--- src/rtl/core/srta_pkg.sv ---
// shared types, constants and the digit-to-ascii function of the radix text converter
`timescale 1ns / 1ps

package srta_pkg;

   localparam int DIGIT_BITS = 6;
   localparam int RADIX_BITS = 6;
   localparam int CHAR_BITS  = 7;
   localparam int VALUE_PORT_BITS = 63;

   localparam logic [RADIX_BITS-1:0] MIN_RADIX = 6'd2;

   localparam logic [CHAR_BITS-1:0] CHAR_MINUS   = 7'h2d;
   localparam logic [CHAR_BITS-1:0] CHAR_ZERO    = 7'h30;
   localparam logic [CHAR_BITS-1:0] CHAR_LOWER_A = 7'h61;
   localparam logic [CHAR_BITS-1:0] CHAR_UPPER_A = 7'h41;
   localparam logic [CHAR_BITS-1:0] CHAR_NULL    = 7'h00;
   localparam logic [DIGIT_BITS-1:0] DIGIT_TEN   = 6'd10;

   // control shared by every cell of the digit chain
   typedef struct packed {
      logic                  clear;
      logic                  shift;
      logic [RADIX_BITS-1:0] radix;
   } cell_ctl_type;

   function automatic logic [CHAR_BITS-1:0] digit_char(input logic [DIGIT_BITS-1:0] d,
                                                       input logic upper);
      logic [CHAR_BITS-1:0] base;
      base = upper ? CHAR_UPPER_A : CHAR_LOWER_A;
      if (d < DIGIT_TEN) begin
         digit_char = CHAR_ZERO + CHAR_BITS'(d);
      end else begin
         digit_char = base + CHAR_BITS'(d - DIGIT_TEN);
      end
   endfunction

endpackage

--- src/rtl/core/signed_radix_to_ascii_top.sv ---
// top level of the signed integer to ascii text converter, bases two to thirty-six
`timescale 1ns / 1ps
// flow: after accept the magnitude bits run bit-serially through the digit cells in ST_CONV,
//   then a sign for a negative value, then the leading zero cells are skipped, then one character
//   per cycle while the receiver is ready; digits are read out of the top cell, all VALUE_BITS cells,
//   and a new item is taken only once the last character is loaded (req_tready only in ST_IDLE)
// a bad radix gives its single flagged item from ST_BAD through the output register
// reset: synchronous, active high, clears control and the output valid; digits are not reset

module signed_radix_to_ascii_top
   import srta_pkg::*;
#(
   parameter int VALUE_BITS = 63,
   parameter int MAX_RADIX  = 36
) (
   input  logic        clock,
   input  logic        reset,
   // req_tdata: value [62:0], radix [68:63], zero fill [71:69]
   input  logic [71:0] req_tdata,
   // req_tuser: upper_case [0]
   input  logic        req_tuser,
   input  logic        req_tvalid,
   output logic        req_tready,
   // rsp_tdata: character [6:0], zero fill [7]
   output logic [7:0]  rsp_tdata,
   // rsp_tuser: bad_radix [0]
   output logic        rsp_tuser,
   output logic        rsp_tlast,
   output logic        rsp_tvalid,
   input  logic        rsp_tready
);

   localparam int NUM_CELLS = VALUE_BITS;
   localparam int CNT_BITS  = $clog2(2 * VALUE_BITS);
   localparam int REM_BITS  = $clog2(NUM_CELLS + 1);
   localparam logic [CNT_BITS-1:0] FEED_END = CNT_BITS'(VALUE_BITS);
   localparam logic [CNT_BITS-1:0] CONV_END = CNT_BITS'(2 * VALUE_BITS - 2);
   localparam logic [REM_BITS-1:0] REM_FULL = REM_BITS'(NUM_CELLS);
   localparam logic [REM_BITS-1:0] REM_ONE  = REM_BITS'(1);
   localparam logic [RADIX_BITS-1:0] MAX_RADIX_CODE = RADIX_BITS'(MAX_RADIX);

   typedef enum logic [2:0] {
      ST_IDLE,
      ST_BAD,
      ST_CONV,
      ST_SIGN,
      ST_DIGITS
   } state_type;

   state_type               state_ff;
   logic [CNT_BITS-1:0]     cnt_ff;
   logic [VALUE_BITS-1:0]   mag_ff;
   logic [RADIX_BITS-1:0]   radix_ff;
   logic                    upper_ff;
   logic                    neg_ff;
   logic                    lead_ff;
   logic [REM_BITS-1:0]     rem_ff;
   logic                    rsp_valid_ff;
   logic [CHAR_BITS-1:0]    rsp_char_ff;
   logic                    rsp_last_ff;
   logic                    rsp_bad_ff;

   // input unpacking
   logic [VALUE_PORT_BITS-1:0] in_value;
   logic [RADIX_BITS-1:0]      in_radix;
   logic [VALUE_BITS-1:0]      in_v;
   logic                       in_neg;
   logic [VALUE_BITS-1:0]      in_mag;
   logic                       in_bad;
   logic                       accept;

   assign in_value = req_tdata[VALUE_PORT_BITS-1:0];
   assign in_radix = req_tdata[VALUE_PORT_BITS +: RADIX_BITS];
   assign in_v     = in_value[VALUE_BITS-1:0];
   assign in_neg   = in_v[VALUE_BITS-1];
   // the most negative value has magnitude 2^(VALUE_BITS-1), which still fits unsigned
   assign in_mag   = in_neg ? VALUE_BITS'(~in_v + VALUE_BITS'(1)) : in_v;
   assign in_bad   = (in_radix < MIN_RADIX) || (in_radix > MAX_RADIX_CODE);

   assign req_tready = (state_ff == ST_IDLE);
   assign accept     = req_tvalid & req_tready;

   // output slot is free when empty or being taken this cycle
   logic slot_free;
   assign slot_free = !rsp_valid_ff || rsp_tready;

   // chain control
   cell_ctl_type          chain_ctl;
   logic                  feed_active;
   logic [DIGIT_BITS-1:0] top_digit;
   logic                  chain_spill;
   logic                  skip_zero;
   logic                  emit_digit;
   logic                  rsp_load;

   assign feed_active = (state_ff == ST_CONV) && (cnt_ff < FEED_END);
   // leading zeros leave the top without a character, but the last cell always prints
   assign skip_zero   = lead_ff && (top_digit == '0) && (rem_ff > REM_ONE);
   assign emit_digit  = (state_ff == ST_DIGITS) && !skip_zero && slot_free;
   // a new item enters the output register this cycle
   assign rsp_load    = (((state_ff == ST_BAD) || (state_ff == ST_SIGN)) && slot_free)
                        || emit_digit;

   always_comb begin
      chain_ctl.clear = accept && !in_bad;
      chain_ctl.shift = (state_ff == ST_DIGITS) && (skip_zero || slot_free);
      chain_ctl.radix = radix_ff;
   end

   srta_chain #(
      .NUM_CELLS (NUM_CELLS)
   ) u_chain (
      .clock       (clock),
      .reset       (reset),
      .ctl         (chain_ctl),
      .feed_active (feed_active),
      .feed_bit    (mag_ff[VALUE_BITS-1]),
      .top_digit   (top_digit),
      .spill       (chain_spill)
   );

   // sequencer and output register
   always_ff @(posedge clock) begin
      if (reset) begin
         state_ff     <= ST_IDLE;
         cnt_ff       <= '0;
         lead_ff      <= 1'b0;
         rem_ff       <= '0;
         rsp_valid_ff <= 1'b0;
      end else begin
         if (rsp_load) begin
            rsp_valid_ff <= 1'b1;
         end else if (rsp_tready) begin
            rsp_valid_ff <= 1'b0;
         end
         case (state_ff)
            ST_IDLE: begin
               if (accept) begin
                  radix_ff <= in_radix;
                  upper_ff <= req_tuser;
                  neg_ff   <= in_neg;
                  mag_ff   <= in_mag;
                  cnt_ff   <= '0;
                  state_ff <= in_bad ? ST_BAD : ST_CONV;
               end
            end
            ST_BAD: begin
               if (slot_free) begin
                  rsp_char_ff  <= CHAR_NULL;
                  rsp_last_ff  <= 1'b1;
                  rsp_bad_ff   <= 1'b1;
                  state_ff     <= ST_IDLE;
               end
            end
            ST_CONV: begin
               // magnitude bits enter cell zero msb first, the wave then climbs the row
               cnt_ff <= cnt_ff + CNT_BITS'(1);
               if (feed_active) begin
                  mag_ff <= {mag_ff[VALUE_BITS-2:0], 1'b0};
               end
               if (cnt_ff == CONV_END) begin
                  rem_ff   <= REM_FULL;
                  lead_ff  <= 1'b1;
                  state_ff <= neg_ff ? ST_SIGN : ST_DIGITS;
               end
            end
            ST_SIGN: begin
               if (slot_free) begin
                  rsp_char_ff  <= CHAR_MINUS;
                  rsp_last_ff  <= 1'b0;
                  rsp_bad_ff   <= 1'b0;
                  state_ff     <= ST_DIGITS;
               end
            end
            ST_DIGITS: begin
               if (chain_ctl.shift) begin
                  rem_ff <= rem_ff - REM_ONE;
               end
               if (emit_digit) begin
                  rsp_char_ff  <= digit_char(top_digit, upper_ff);
                  rsp_last_ff  <= (rem_ff == REM_ONE);
                  rsp_bad_ff   <= 1'b0;
                  lead_ff      <= 1'b0;
                  if (rem_ff == REM_ONE) begin
                     state_ff <= ST_IDLE;
                  end
               end
            end
            default: begin
               state_ff <= ST_IDLE;
            end
         endcase
      end
   end

   assign rsp_tvalid = rsp_valid_ff;
   assign rsp_tdata  = {1'b0, rsp_char_ff};
   assign rsp_tlast  = rsp_last_ff;
   assign rsp_tuser  = rsp_bad_ff;

   // checks

   // the magnitude always fits the row of cells, no carry leaves the top
   a_no_spill: assert property (@(posedge clock) disable iff (reset) !chain_spill)
      else $error("carry left the top digit cell");

   // every digit read out of the chain is a proper digit of the base
   a_digit_range: assert property (@(posedge clock) disable iff (reset)
      (state_ff == ST_DIGITS) |-> (top_digit < radix_ff))
      else $error("digit at top of chain not below radix");

   // a flagged item is a lone null character that closes its text
   a_bad_item: assert property (@(posedge clock) disable iff (reset)
      (rsp_tvalid && rsp_tuser) |-> (rsp_tlast && (rsp_tdata == 8'h00)))
      else $error("bad radix item not a lone null character");

   // no input is taken while a conversion is under way
   a_busy: assert property (@(posedge clock) disable iff (reset)
      (state_ff == ST_CONV) |=> ((state_ff == ST_CONV) || !$past(accept)))
      else $error("input accepted during conversion");

endmodule

--- src/rtl/core/srta_cell.sv ---
// one digit cell: clears, doubles its digit plus carry modulo radix, or shifts toward the top
`timescale 1ns / 1ps

module srta_cell
   import srta_pkg::*;
(
   input  logic                  clock,
   input  logic                  reset,
   input  cell_ctl_type          ctl,
   input  logic                  active_in,
   input  logic                  carry_in,
   input  logic [DIGIT_BITS-1:0] shift_in,
   output logic [DIGIT_BITS-1:0] digit_out,
   output logic                  active_out,
   output logic                  carry_out
);

   logic [DIGIT_BITS-1:0] digit_ff, digit_in;
   logic                  active_ff, carry_ff, carry_in_nx;
   logic [DIGIT_BITS:0]   sum;
   logic [DIGIT_BITS:0]   diff;
   logic                  wrap;

   // digit stays below radix, so 2*d+c is below twice the radix
   assign sum  = {digit_ff, carry_in};
   assign diff = sum - {1'b0, ctl.radix};
   assign wrap = sum >= {1'b0, ctl.radix};

   always_comb begin
      carry_in_nx = active_in & wrap;
      if (ctl.clear) begin
         digit_in = '0;
      end else if (active_in) begin
         digit_in = wrap ? diff[DIGIT_BITS-1:0] : sum[DIGIT_BITS-1:0];
      end else if (ctl.shift) begin
         digit_in = shift_in;
      end else begin
         digit_in = digit_ff;
      end
   end

   always_ff @(posedge clock) begin
      digit_ff <= digit_in;
      if (reset) begin
         active_ff <= 1'b0;
         carry_ff  <= 1'b0;
      end else begin
         active_ff <= active_in;
         carry_ff  <= carry_in_nx;
      end
   end

   assign digit_out  = digit_ff;
   assign active_out = active_ff;
   assign carry_out  = carry_ff;

endmodule

--- src/rtl/core/srta_chain.sv ---
// row of digit cells, least significant at cell zero, read out from the top cell
`timescale 1ns / 1ps

module srta_chain
   import srta_pkg::*;
#(
   parameter int NUM_CELLS = 63
) (
   input  logic                  clock,
   input  logic                  reset,
   input  cell_ctl_type          ctl,
   input  logic                  feed_active,
   input  logic                  feed_bit,
   output logic [DIGIT_BITS-1:0] top_digit,
   output logic                  spill
);

   logic [NUM_CELLS:0]    act_w;
   logic [NUM_CELLS:0]    carry_w;
   logic [DIGIT_BITS-1:0] digit_w [0:NUM_CELLS-1];

   assign act_w[0]   = feed_active;
   assign carry_w[0] = feed_bit;

   for (genvar i = 0; i < NUM_CELLS; i++) begin : g_cell
      logic [DIGIT_BITS-1:0] below;
      if (i == 0) begin : g_first
         assign below = '0;
      end else begin : g_rest
         assign below = digit_w[i-1];
      end
      srta_cell u_cell (
         .clock      (clock),
         .reset      (reset),
         .ctl        (ctl),
         .active_in  (act_w[i]),
         .carry_in   (carry_w[i]),
         .shift_in   (below),
         .digit_out  (digit_w[i]),
         .active_out (act_w[i+1]),
         .carry_out  (carry_w[i+1])
      );
   end

   assign top_digit = digit_w[NUM_CELLS-1];
   // a carry out of the top cell only while the wave is there would mean lost digits
   assign spill     = carry_w[NUM_CELLS] & act_w[NUM_CELLS];

endmodule

--- config.mk ---
export PLATFORM = sky130hd
export DESIGN_NAME = signed_radix_to_ascii_top
export DESIGN_NICKNAME = d
export VERILOG_FILES = /design/src/rtl/core/srta_pkg.sv /design/src/rtl/core/signed_radix_to_ascii_top.sv /design/src/rtl/core/srta_cell.sv /design/src/rtl/core/srta_chain.sv
export SDC_FILE = /design/constraint.sdc
export NUM_CORES = 2
export LEC_CHECK = 0
export ABC_AREA = 1
export BUFFER_PORTS_ARGS = -buffer_cell sky130_fd_sc_hd__buf_2
export CAP_MARGIN = 25
export CORE_ASPECT_RATIO = 0.9
export CORE_MARGIN = 2
export CORE_UTILIZATION = 30
export CTS_BUF_LIST = sky130_fd_sc_hd__clkbuf_8
export DETAILED_ROUTE_END_ITERATION = 8
export PLACE_DENSITY = 0.47
export RECOVER_POWER = 50
export SLEW_MARGIN = 20
export SYNTH_ARGS = -nofsm -noshare
export SYNTH_HDL_FRONTEND = slang
export SYNTH_SLANG_ARGS = --single-unit
--- constraint.sdc ---
create_clock -name clock -period 16.3 [get_ports clock]
set_input_delay 0.815 -clock clock [delete_from_list [all_inputs] [get_ports clock]]
set_output_delay 0.815 -clock clock [all_outputs]
set_load 0.01 [all_outputs]
==> After elaboration in Yosys (flattened, before gate mapping) <==
Index checks and enable logic that the tools add are counted.
{ "totals": {"register_bits": 600, "latch_bits": 0, "ramBits": 0, "mem_bits_ro": 0, "inputBits": 77, "out_inout_bits": 12, "wordCells": 730, "n_memories": 0} }
{ "classes": {"add_sub_neg": 69, "multipliers": 0, "n_div": 0, "order_cmp": 68, "n_eq_ne": 14, "n_shift": 0, "mux": 223, "bitwise_logic": 65, "n_reduce_logical": 92} }
{ "ops": {"columns": ["op", "count"], "rows": [
  ["6-bit two-way mux", 192],
  ["7-bit by 6-bit greater-or-equal comparator with 1-bit output", 63],
  ["6-bit subtractor", 63],
  ["63-bit two-way mux", 3],
  ["2-bit nonzero test", 66],
  ["63-bit one-hot mux with 2 select lines", 1],
  ["63-bit by 1-bit adder with 63-bit output (second input constant)", 1],
  ["1-bit bitwise AND", 63],
  ["63-bit NOT", 1],
  ["7-bit two-way mux", 5],
  ["3-bit two-way mux", 7],
  ["7-bit one-hot mux with 3 select lines", 1],
  ["3-bit one-hot mux with 5 select lines", 1],
  ["7-bit one-hot mux with 2 select lines", 1],
  ["6-bit one-hot mux with 2 select lines", 1],
  ["3-bit AND reduction", 3],
  ["1-bit logical AND", 8],
  ["2-bit by 1-bit inequality test with 1-bit output (second input constant)", 4],
  ["2-bit inequality test (second input constant)", 4],
  ["6-bit by 6-bit adder with 7-bit output (first input constant)", 1],
  ["7-bit by 1-bit adder with 7-bit output (second input constant)", 1],
  ["7-bit adder", 1],
  ["7-bit equality test (second input constant)", 1],
  ["7-bit by 6-bit < comparator with 1-bit output (second input constant)", 1],
  ["24 further kinds", 38]
]} }

==> Logic depth before layout (Yosys ltp) <==
{ "logic_depth": {"ltp_word": 8, "mapped_depth": 13, "mapped_depth_nobuf": 13} }

==> Hierarchy <==
Synthesis repeated with hierarchy kept, for this count alone.
{ "hier_totals": {"hier_cells": 8445, "area_unflattened_um2": 57318.7} }
{ "modules_own_cells": {"columns": ["module", "n_inst", "cells_per_inst", "area_each_um2", "seq_area_each_um2"], "rows": [
  ["srta_cell (u_chain.g_cell[0].u_cell ...)", 62, 119, 802.0, 160.2],
  ["signed_radix_to_ascii_top", 1, 946, 6750.2, 2762.6],
  ["srta_cell (u_chain.g_cell[3].u_cell)", 1, 118, 832.0, 160.2],
  ["srta_chain", 1, 3, 11.3, 0.0]
]} }

==> Worst setup path before layout <==
OpenSTA, ideal clock, no wires.
{ "synth_timing": {"kind": "register -> register", "start": "register radix_ff[1]", "end": "register u_chain.g_cell[0].u_cell.digit_ff[4]", "setup_ns": 0.120, "arrival_ns": 6.795, "t_required_ns": 16.180, "slack_ns": 9.385, "stages_incl_launch_ff": 10, "path_buffers": 0, "synth_period_minus_slack_ns": 6.915, "path_cell_list": "edfxtp_1 > inv_1 > ha_1 > nand2_1 > o21ai_0 > nand3_1 > nand3_1 > o21ai_0 > nand3_1 > a21oi_1"} }
{ "synth_between": {"elab_chain_cells": 3, "elab_cells_between_ends": 4, "classes_between": "add/sub: 1; order compare: 1; mux: 2"} }
{ "synth_lines": {"columns": ["element", "line", "source"], "rows": [
  ["from (decl)", "signed_radix_to_ascii_top.sv:53", "logic [RADIX_BITS-1:0] radix_ff;"],
  ["from (signal assigned)", "signed_radix_to_ascii_top.sv:139", "radix_ff <= in_radix;"],
  ["6-bit subtractor or 7-bit by 6-bit greater-or-equal comparator with 1-bit output (tied branches)", "srta_cell.sv:26, srta_cell.sv:27", null],
  ["6-bit two-way mux *", "srta_cell.sv:34", "digit_in = wrap ? diff[DIGIT_BITS-1:0] : sum[DIGIT_BITS-1:0];"],
  ["6-bit two-way mux *", "srta_cell.sv:33", "end else if (active_in) begin"],
  ["to (signal assigned)", "srta_cell.sv:43", "digit_ff <= digit_in;"],
  ["to (decl)", "srta_cell.sv:18", "logic [DIGIT_BITS-1:0] digit_ff, digit_in;"]
]} }
Every way passes the cells marked *; elsewhere a longest branch is shown, timed or not.
A chain may end at the register's enable or synchronous reset.

==> Worst setup path after layout <==
{ "layout_timing": {"start": "register state_ff[2]", "end": "register mag_ff[41] (enable)"} }
{ "layout_between": {"elab_chain_cells": 4, "elab_cells_between_ends": 8, "classes_between": "eq/ne: 3; bitwise: 1; reduce/logical: 4"} }
{ "layout_lines": {"columns": ["element", "line", "source"], "rows": [
  ["from (decl)", "signed_radix_to_ascii_top.sv:50", "state_type state_ff;"],
  ["from (signal assigned)", "signed_radix_to_ascii_top.sv:144", "state_ff <= in_bad ? ST_BAD : ST_CONV;"],
  ["from (signal assigned)", "signed_radix_to_ascii_top.sv:164", "state_ff <= neg_ff ? ST_SIGN : ST_DIGITS;"],
  ["3-bit by 2-bit equality test with 1-bit output or 3-bit zero test (tied branches)", "signed_radix_to_ascii_top.sv:96, signed_radix_to_ascii_top.sv:136, signed_radix_to_ascii_top.sv:80", null],
  ["1-bit logical AND or 1-bit bitwise AND (tied branches)", "signed_radix_to_ascii_top.sv:96, signed_radix_to_ascii_top.sv:81", null],
  ["2-bit by 1-bit inequality test with 1-bit output (no source line)", null, null],
  ["4-bit AND reduction (no source line) *", null, null],
  ["to (signal assigned)", "signed_radix_to_ascii_top.sv:142", "mag_ff <= in_mag;"],
  ["to (signal assigned)", "signed_radix_to_ascii_top.sv:159", "mag_ff <= {mag_ff[VALUE_BITS-2:0], 1'b0};"],
  ["to (decl)", "signed_radix_to_ascii_top.sv:52", "logic [VALUE_BITS-1:0] mag_ff;"]
]} }
Marks and branches as above.

==> flow_summary.json <==
{
  "status": "complete, but fails checks",
  "violated_checks": "capacitance limit, slew limit",
  "yosys_most_used_dff": "sky130_fd_sc_hd__dfxtp_1",
  "critical-path-top-cell-by-count": "sky130_fd_sc_hd__clkbuf_1",
  "fp-row-count": 137,
  "clock_skew_ps": 48.00,
  "ys_seq_elements": 600,
  "drt_initial_violations": 2829,
  "holdPathEnd": "upper_ff",
  "fin_cells": 9319,
  "final_core_util_pct": 33.35,
  "xor_xnor_cell_area_share_of_the_yosys_netlist_pct": 2.945,
  "core_area_mm2": 0.1553,
  "path_cells": "clkinv_1, nand2_1, nor2_4, clkbuf_1, nand3_1, a21oi_4, clkbuf_1",
  "gr-usage-all-layers_pct": 17.33,
  "r2r_end": "mag_ff[41]",
  "cts-htree-levels": 3,
  "post_synth_and_or_nand_nor_area_fraction_pct": 28.88,
  "max_clock_freq_mhz": 135.7,
  "power.static_leakage_nw": 23.65,
  "first_global_vias": 44357,
  "ff2ff_setup_slack_ps": 8930,
  "slew-limit-headroom_pct": -265.4,
  "internal_power_mw": 3.621,
  "mappedNetlistNets": 7575,
  "setup_violations": 0,
  "synthArstFlopShare_pct": 0,
  "portBuffers": 84,
  "antenna_left": 0,
  "period_share_pct": 45.22,
  "sw_share_pct": 43.45,
  "max_slew_vio_count": 388,
  "power_per_cell_area_mw_per_mm2": 123.6,
  "syn2layout_area_growth_pct": 10.23,
  "number_of_warnings_printed_during_yosys_synthesis": 0,
  "critPathRequiredTime_ps": 16640,
  "worst_hold_slack_ps": 170.9,
  "nNetsFinal": 7675,
  "grt_pass1_wl_mm": 231.9,
  "globalplace.congestion": 0.8382,
  "dr.pass1.iters": 8,
  "yosys-mux-area-fraction_pct": 0,
  "drt_drc_violations_left": 0,
  "seq_area_mm2": 0.01281,
  "r2r-start": "state_ff[2]",
  "timing.hold.worst.start": "req_tuser",
  "grt_antenna_before_repair": 2,
  "cts_made_buffers": 114,
  "vdd.ir_drop.worst_mv": 0.06972,
  "critical_path_class": "flip-flop to flip-flop",
  "critical_path.max_fanout": 93,
  "timing.max_cap.violations": 7,
  "switchingPower_mw": 2.782,
  "hold_path.class": "primary input to flip-flop",
  "preCtsSetupSlack_ps": 11680,
  "setup_ws_ps": 8929,
  "fillCellCount": 17112,
  "ff2ff_path_depth": 7,
  "critical-path-slowest-cell": "sky130_fd_sc_hd__clkbuf_1",
  "finalSetupTns_ps": 0,
  "post_route_cells_drive_above_1_share_pct": 4.716,
  "routedWlPerCell_um": 15.15,
  "clock-sinks": 600,
  "seq_power_share_pct": 31.3,
  "endpoint_kind": "flip-flop",
  "clock_power_share_pct": 24.1,
  "totalWireLength_mm": 141.1,
  "post_cts.repair.setup_buffers": 0,
  "synth_top_family_by_area": "simple AND/OR/NAND/NOR gates",
  "synth_compound_area_share_pct": 19.41,
  "synth_fa_ha_area_share_pct": 13.22,
  "power.combinational.fraction_pct": 44.6,
  "routed-via-count": 46418,
  "die_h_um": 379.5,
  "cts.reportedPaths.clkPinSlew_ps": 60,
  "worstHoldPathCells": 1,
  "num_io_pins": 89,
  "final-hold-violation-count": 0,
  "multi_input_comb_area_mm2": 0.03028,
  "die_w_um": 421.2,
  "synthesis.area_per_instance_um2": 6.675,
  "post_synth_inst_count": 7040,
  "synthDistinctLibCells": 48,
  "via_per_inst": 4.981,
  "grt_max_degree": 178,
  "timing.critical_path.from_type": "flip-flop",
  "finalWorstPathRequiredPeriod_ps": 7371,
  "dp_hpwl_mm": 96.26,
  "grt_overflow_total": 0,
  "holdBufCountCts": 0,
  "cts_repair_resize_count": 0,
  "cts-root-buf": "sky130_fd_sc_hd__clkbuf_8",
  "data_arrival_at_the_endpoint_of_the_critical_path_ps": 7710,
  "netlist_area_mm2": 0.04699,
  "synth_sequential_area_ratio_pct": 27.27,
  "ctsLongestPathBuffers": 3,
  "worst_pin_slew_ps": 5482,
  "fp.dieArea_mm2": 0.1598,
  "clock_tree_from_tritoncts": "yes",
  "clk_latency_ps": 850,
  "synth_edf_count": 80,
  "start_util_pct": 30.26,
  "placedCellCount": 9109,
  "max_stage_delay_ps": 2620,
  "rsz0062_at_grt": "false"
}
-- power groups by stage --
| stage | sequential, mW | combinational, mW | clock (mW) |
|---|---|---|---|
| 5_1_grt | 2.04 | 3.31 | 1.67 |
| 6_report | 2.01 | 2.85 | 1.54 |
| 3_5_place_dp | 2.03 | 2.85 | 0 |
| 3_3_place_gp | 2.03 | 2.83 | 0 |
| 4_1_cts | 2.00 | 2.86 | 1.61 |
| 2_1_floorplan | 1.96 | 2.23 | 0 |
-- layout by cell type (no fill, tap or decap), types with 10 or more instances in the layout --
cell type and count:
sky130_fd_sc_hd__nand3b_1 11, sky130_fd_sc_hd__buf_2 67, sky130_fd_sc_hd__edfxtp_1 80, sky130_fd_sc_hd__or2_2 64, sky130_fd_sc_hd__inv_1 887, sky130_fd_sc_hd__dfxtp_1 520, sky130_fd_sc_hd__a21boi_1 43, sky130_fd_sc_hd__fa_1 64
sky130_fd_sc_hd__xnor2_1 74, sky130_fd_sc_hd__o21bai_1 57, sky130_fd_sc_hd__o211ai_1 65, sky130_fd_sc_hd__a31oi_1 64, sky130_fd_sc_hd__clkbuf_1 23, sky130_fd_sc_hd__ha_1 394, sky130_fd_sc_hd__a21o_1 37, sky130_fd_sc_hd__xor2_1 84
sky130_fd_sc_hd__nand2_1 1467, sky130_fd_sc_hd__buf_4 16, sky130_fd_sc_hd__o21ai_1 86, sky130_fd_sc_hd__o21ai_0 833, sky130_fd_sc_hd__a21oi_1 492, sky130_fd_sc_hd__nor2_1 738, sky130_fd_sc_hd__clkbuf_8 143, sky130_fd_sc_hd__nand4_1 258
sky130_fd_sc_hd__a21boi_0 10, sky130_fd_sc_hd__nand3_1 571
-- flip-flops by register name, indices dropped and copies added (netlist names), 3 cells and up --
register,count
rsp_char_ff,7
cnt_ff,7
mag_ff,63
state_ff,3
u_chain.g_cell.u_cell.active_out,62
u_chain.g_cell.u_cell.digit_out,378
rem_ff,6
radix_ff,6
u_chain.g_cell.u_cell.carry_out,62
-- Yosys cell counts (2+ instances only) --
| cell type | instances | area [um2] |
|---|---|---|
| sky130_fd_sc_hd__nor2_1 | 737 | 2766 |
| sky130_fd_sc_hd__or2_2 | 64 | 400.4 |
| sky130_fd_sc_hd__or2_1 | 2 | 12.51 |
| sky130_fd_sc_hd__a21o_1 | 37 | 277.8 |
| sky130_fd_sc_hd__nor2_2 | 7 | 43.79 |
| sky130_fd_sc_hd__dfxtp_1 | 520 | 10410 |
| sky130_fd_sc_hd__buf_6 | 21 | 236.5 |
| sky130_fd_sc_hd__nand2_2 | 7 | 43.79 |
| sky130_fd_sc_hd__edfxtp_1 | 80 | 2402 |
| sky130_fd_sc_hd__and2_1 | 5 | 31.28 |
| sky130_fd_sc_hd__inv_2 | 5 | 18.77 |
| sky130_fd_sc_hd__nor2_4 | 3 | 33.78 |
| sky130_fd_sc_hd__buf_4 | 2 | 15.01 |
| sky130_fd_sc_hd__buf_1 | 5 | 18.77 |
| sky130_fd_sc_hd__nor3_1 | 9 | 45.04 |
| sky130_fd_sc_hd__xnor2_1 | 74 | 648.1 |
| sky130_fd_sc_hd__nand3_1 | 568 | 2843 |
| sky130_fd_sc_hd__inv_1 | 847 | 3179 |
| sky130_fd_sc_hd__clkbuf_1 | 70 | 262.8 |
| sky130_fd_sc_hd__ha_1 | 394 | 4930 |
| sky130_fd_sc_hd__o21ai_2 | 3 | 26.28 |
| sky130_fd_sc_hd__o21bai_1 | 57 | 427.9 |
| sky130_fd_sc_hd__o211ai_1 | 65 | 488.0 |
| sky130_fd_sc_hd__nand4_1 | 258 | 1614 |
| sky130_fd_sc_hd__buf_2 | 23 | 115.1 |
| sky130_fd_sc_hd__o21ai_0 | 820 | 4104 |
| sky130_fd_sc_hd__nand3b_1 | 11 | 82.58 |
| sky130_fd_sc_hd__xor2_1 | 84 | 735.7 |
| sky130_fd_sc_hd__nand3_2 | 12 | 120.1 |
| sky130_fd_sc_hd__a31oi_1 | 64 | 400.4 |
| sky130_fd_sc_hd__nand2_1 | 1463 | 5492 |
| sky130_fd_sc_hd__fa_1 | 64 | 1281 |
| sky130_fd_sc_hd__o21ai_1 | 98 | 490.5 |
| sky130_fd_sc_hd__a21boi_1 | 43 | 322.8 |
| sky130_fd_sc_hd__buf_12 | 2 | 40.04 |
| sky130_fd_sc_hd__a21oi_1 | 493 | 2467 |
| sky130_fd_sc_hd__a21boi_0 | 10 | 75.07 |
| sky130_fd_sc_hd__o21a_1 | 3 | 22.52 |
-- layer usage --
metal	global-route usage (%)	vias to the layer above	wire [um]
li1	-	24103	-
met5	0	-	0
met2	28.39	707	62260
met3	2.270	185	4675
met4	4.193	0	3011
met1	24.03	21423	71190
-- worst max-delay path, delay by kind of cell (launching register included) --
family,cells,cell delay [ps]
DFF,1,330
buffers and inverters,3,5200
AOI/OAI and AO/OA,1,280
and+or+nand+nor,3,1020
-- stage by stage --
stage          power (mW)  area (um2)
2_1_floorplan       4.191       46990
6_report            6.403       51800
3_5_place_dp        4.875       49580
4_1_cts             6.474       51880
3_3_place_gp        4.857       49580
5_1_grt             7.018       51800
-- cell type report --
type / instances / area share [%]
multi-input cells: 5464 / 58.45
flip-flops and latches: 600 / 24.74
inverters: 853 / 6.210
well taps: 2085 / 5.036
clock buffers: 143 / 3.800
repair buffers: 107 / 1.085
clock inverters: 63 / 0.6595
diodes: 4 / 0.01932
-- logic make-up after synthesis --
kind of cell	Yosys count
fa+ha+maj	458
other cells	1
flops	600
buf+inv	976
simple gates	3152
compound gates	1695
xor+xnor	158
-- worst max path at each step --
| stage | startpoint | to | depth (start not counted) |
|---|---|---|---|
| floorplan | radix_ff[1] | u_chain.g_cell[0].u_cell.digit_out[4] | 9 |
| global placement | req_tdata[68] | u_chain.g_cell[12].u_cell.digit_out[5] | 9 |
| detailed placement | req_tdata[68] | u_chain.g_cell[18].u_cell.digit_out[0] | 9 |
| CTS | state_ff[0] | u_chain.g_cell[10].u_cell.digit_out[5] | 9 |
| global route | state_ff[2] | mag_ff[42] | 7 |
| finish | state_ff[2] | mag_ff[41] | 7 |
Note: power is estimated with default switching activity, not from simulation.
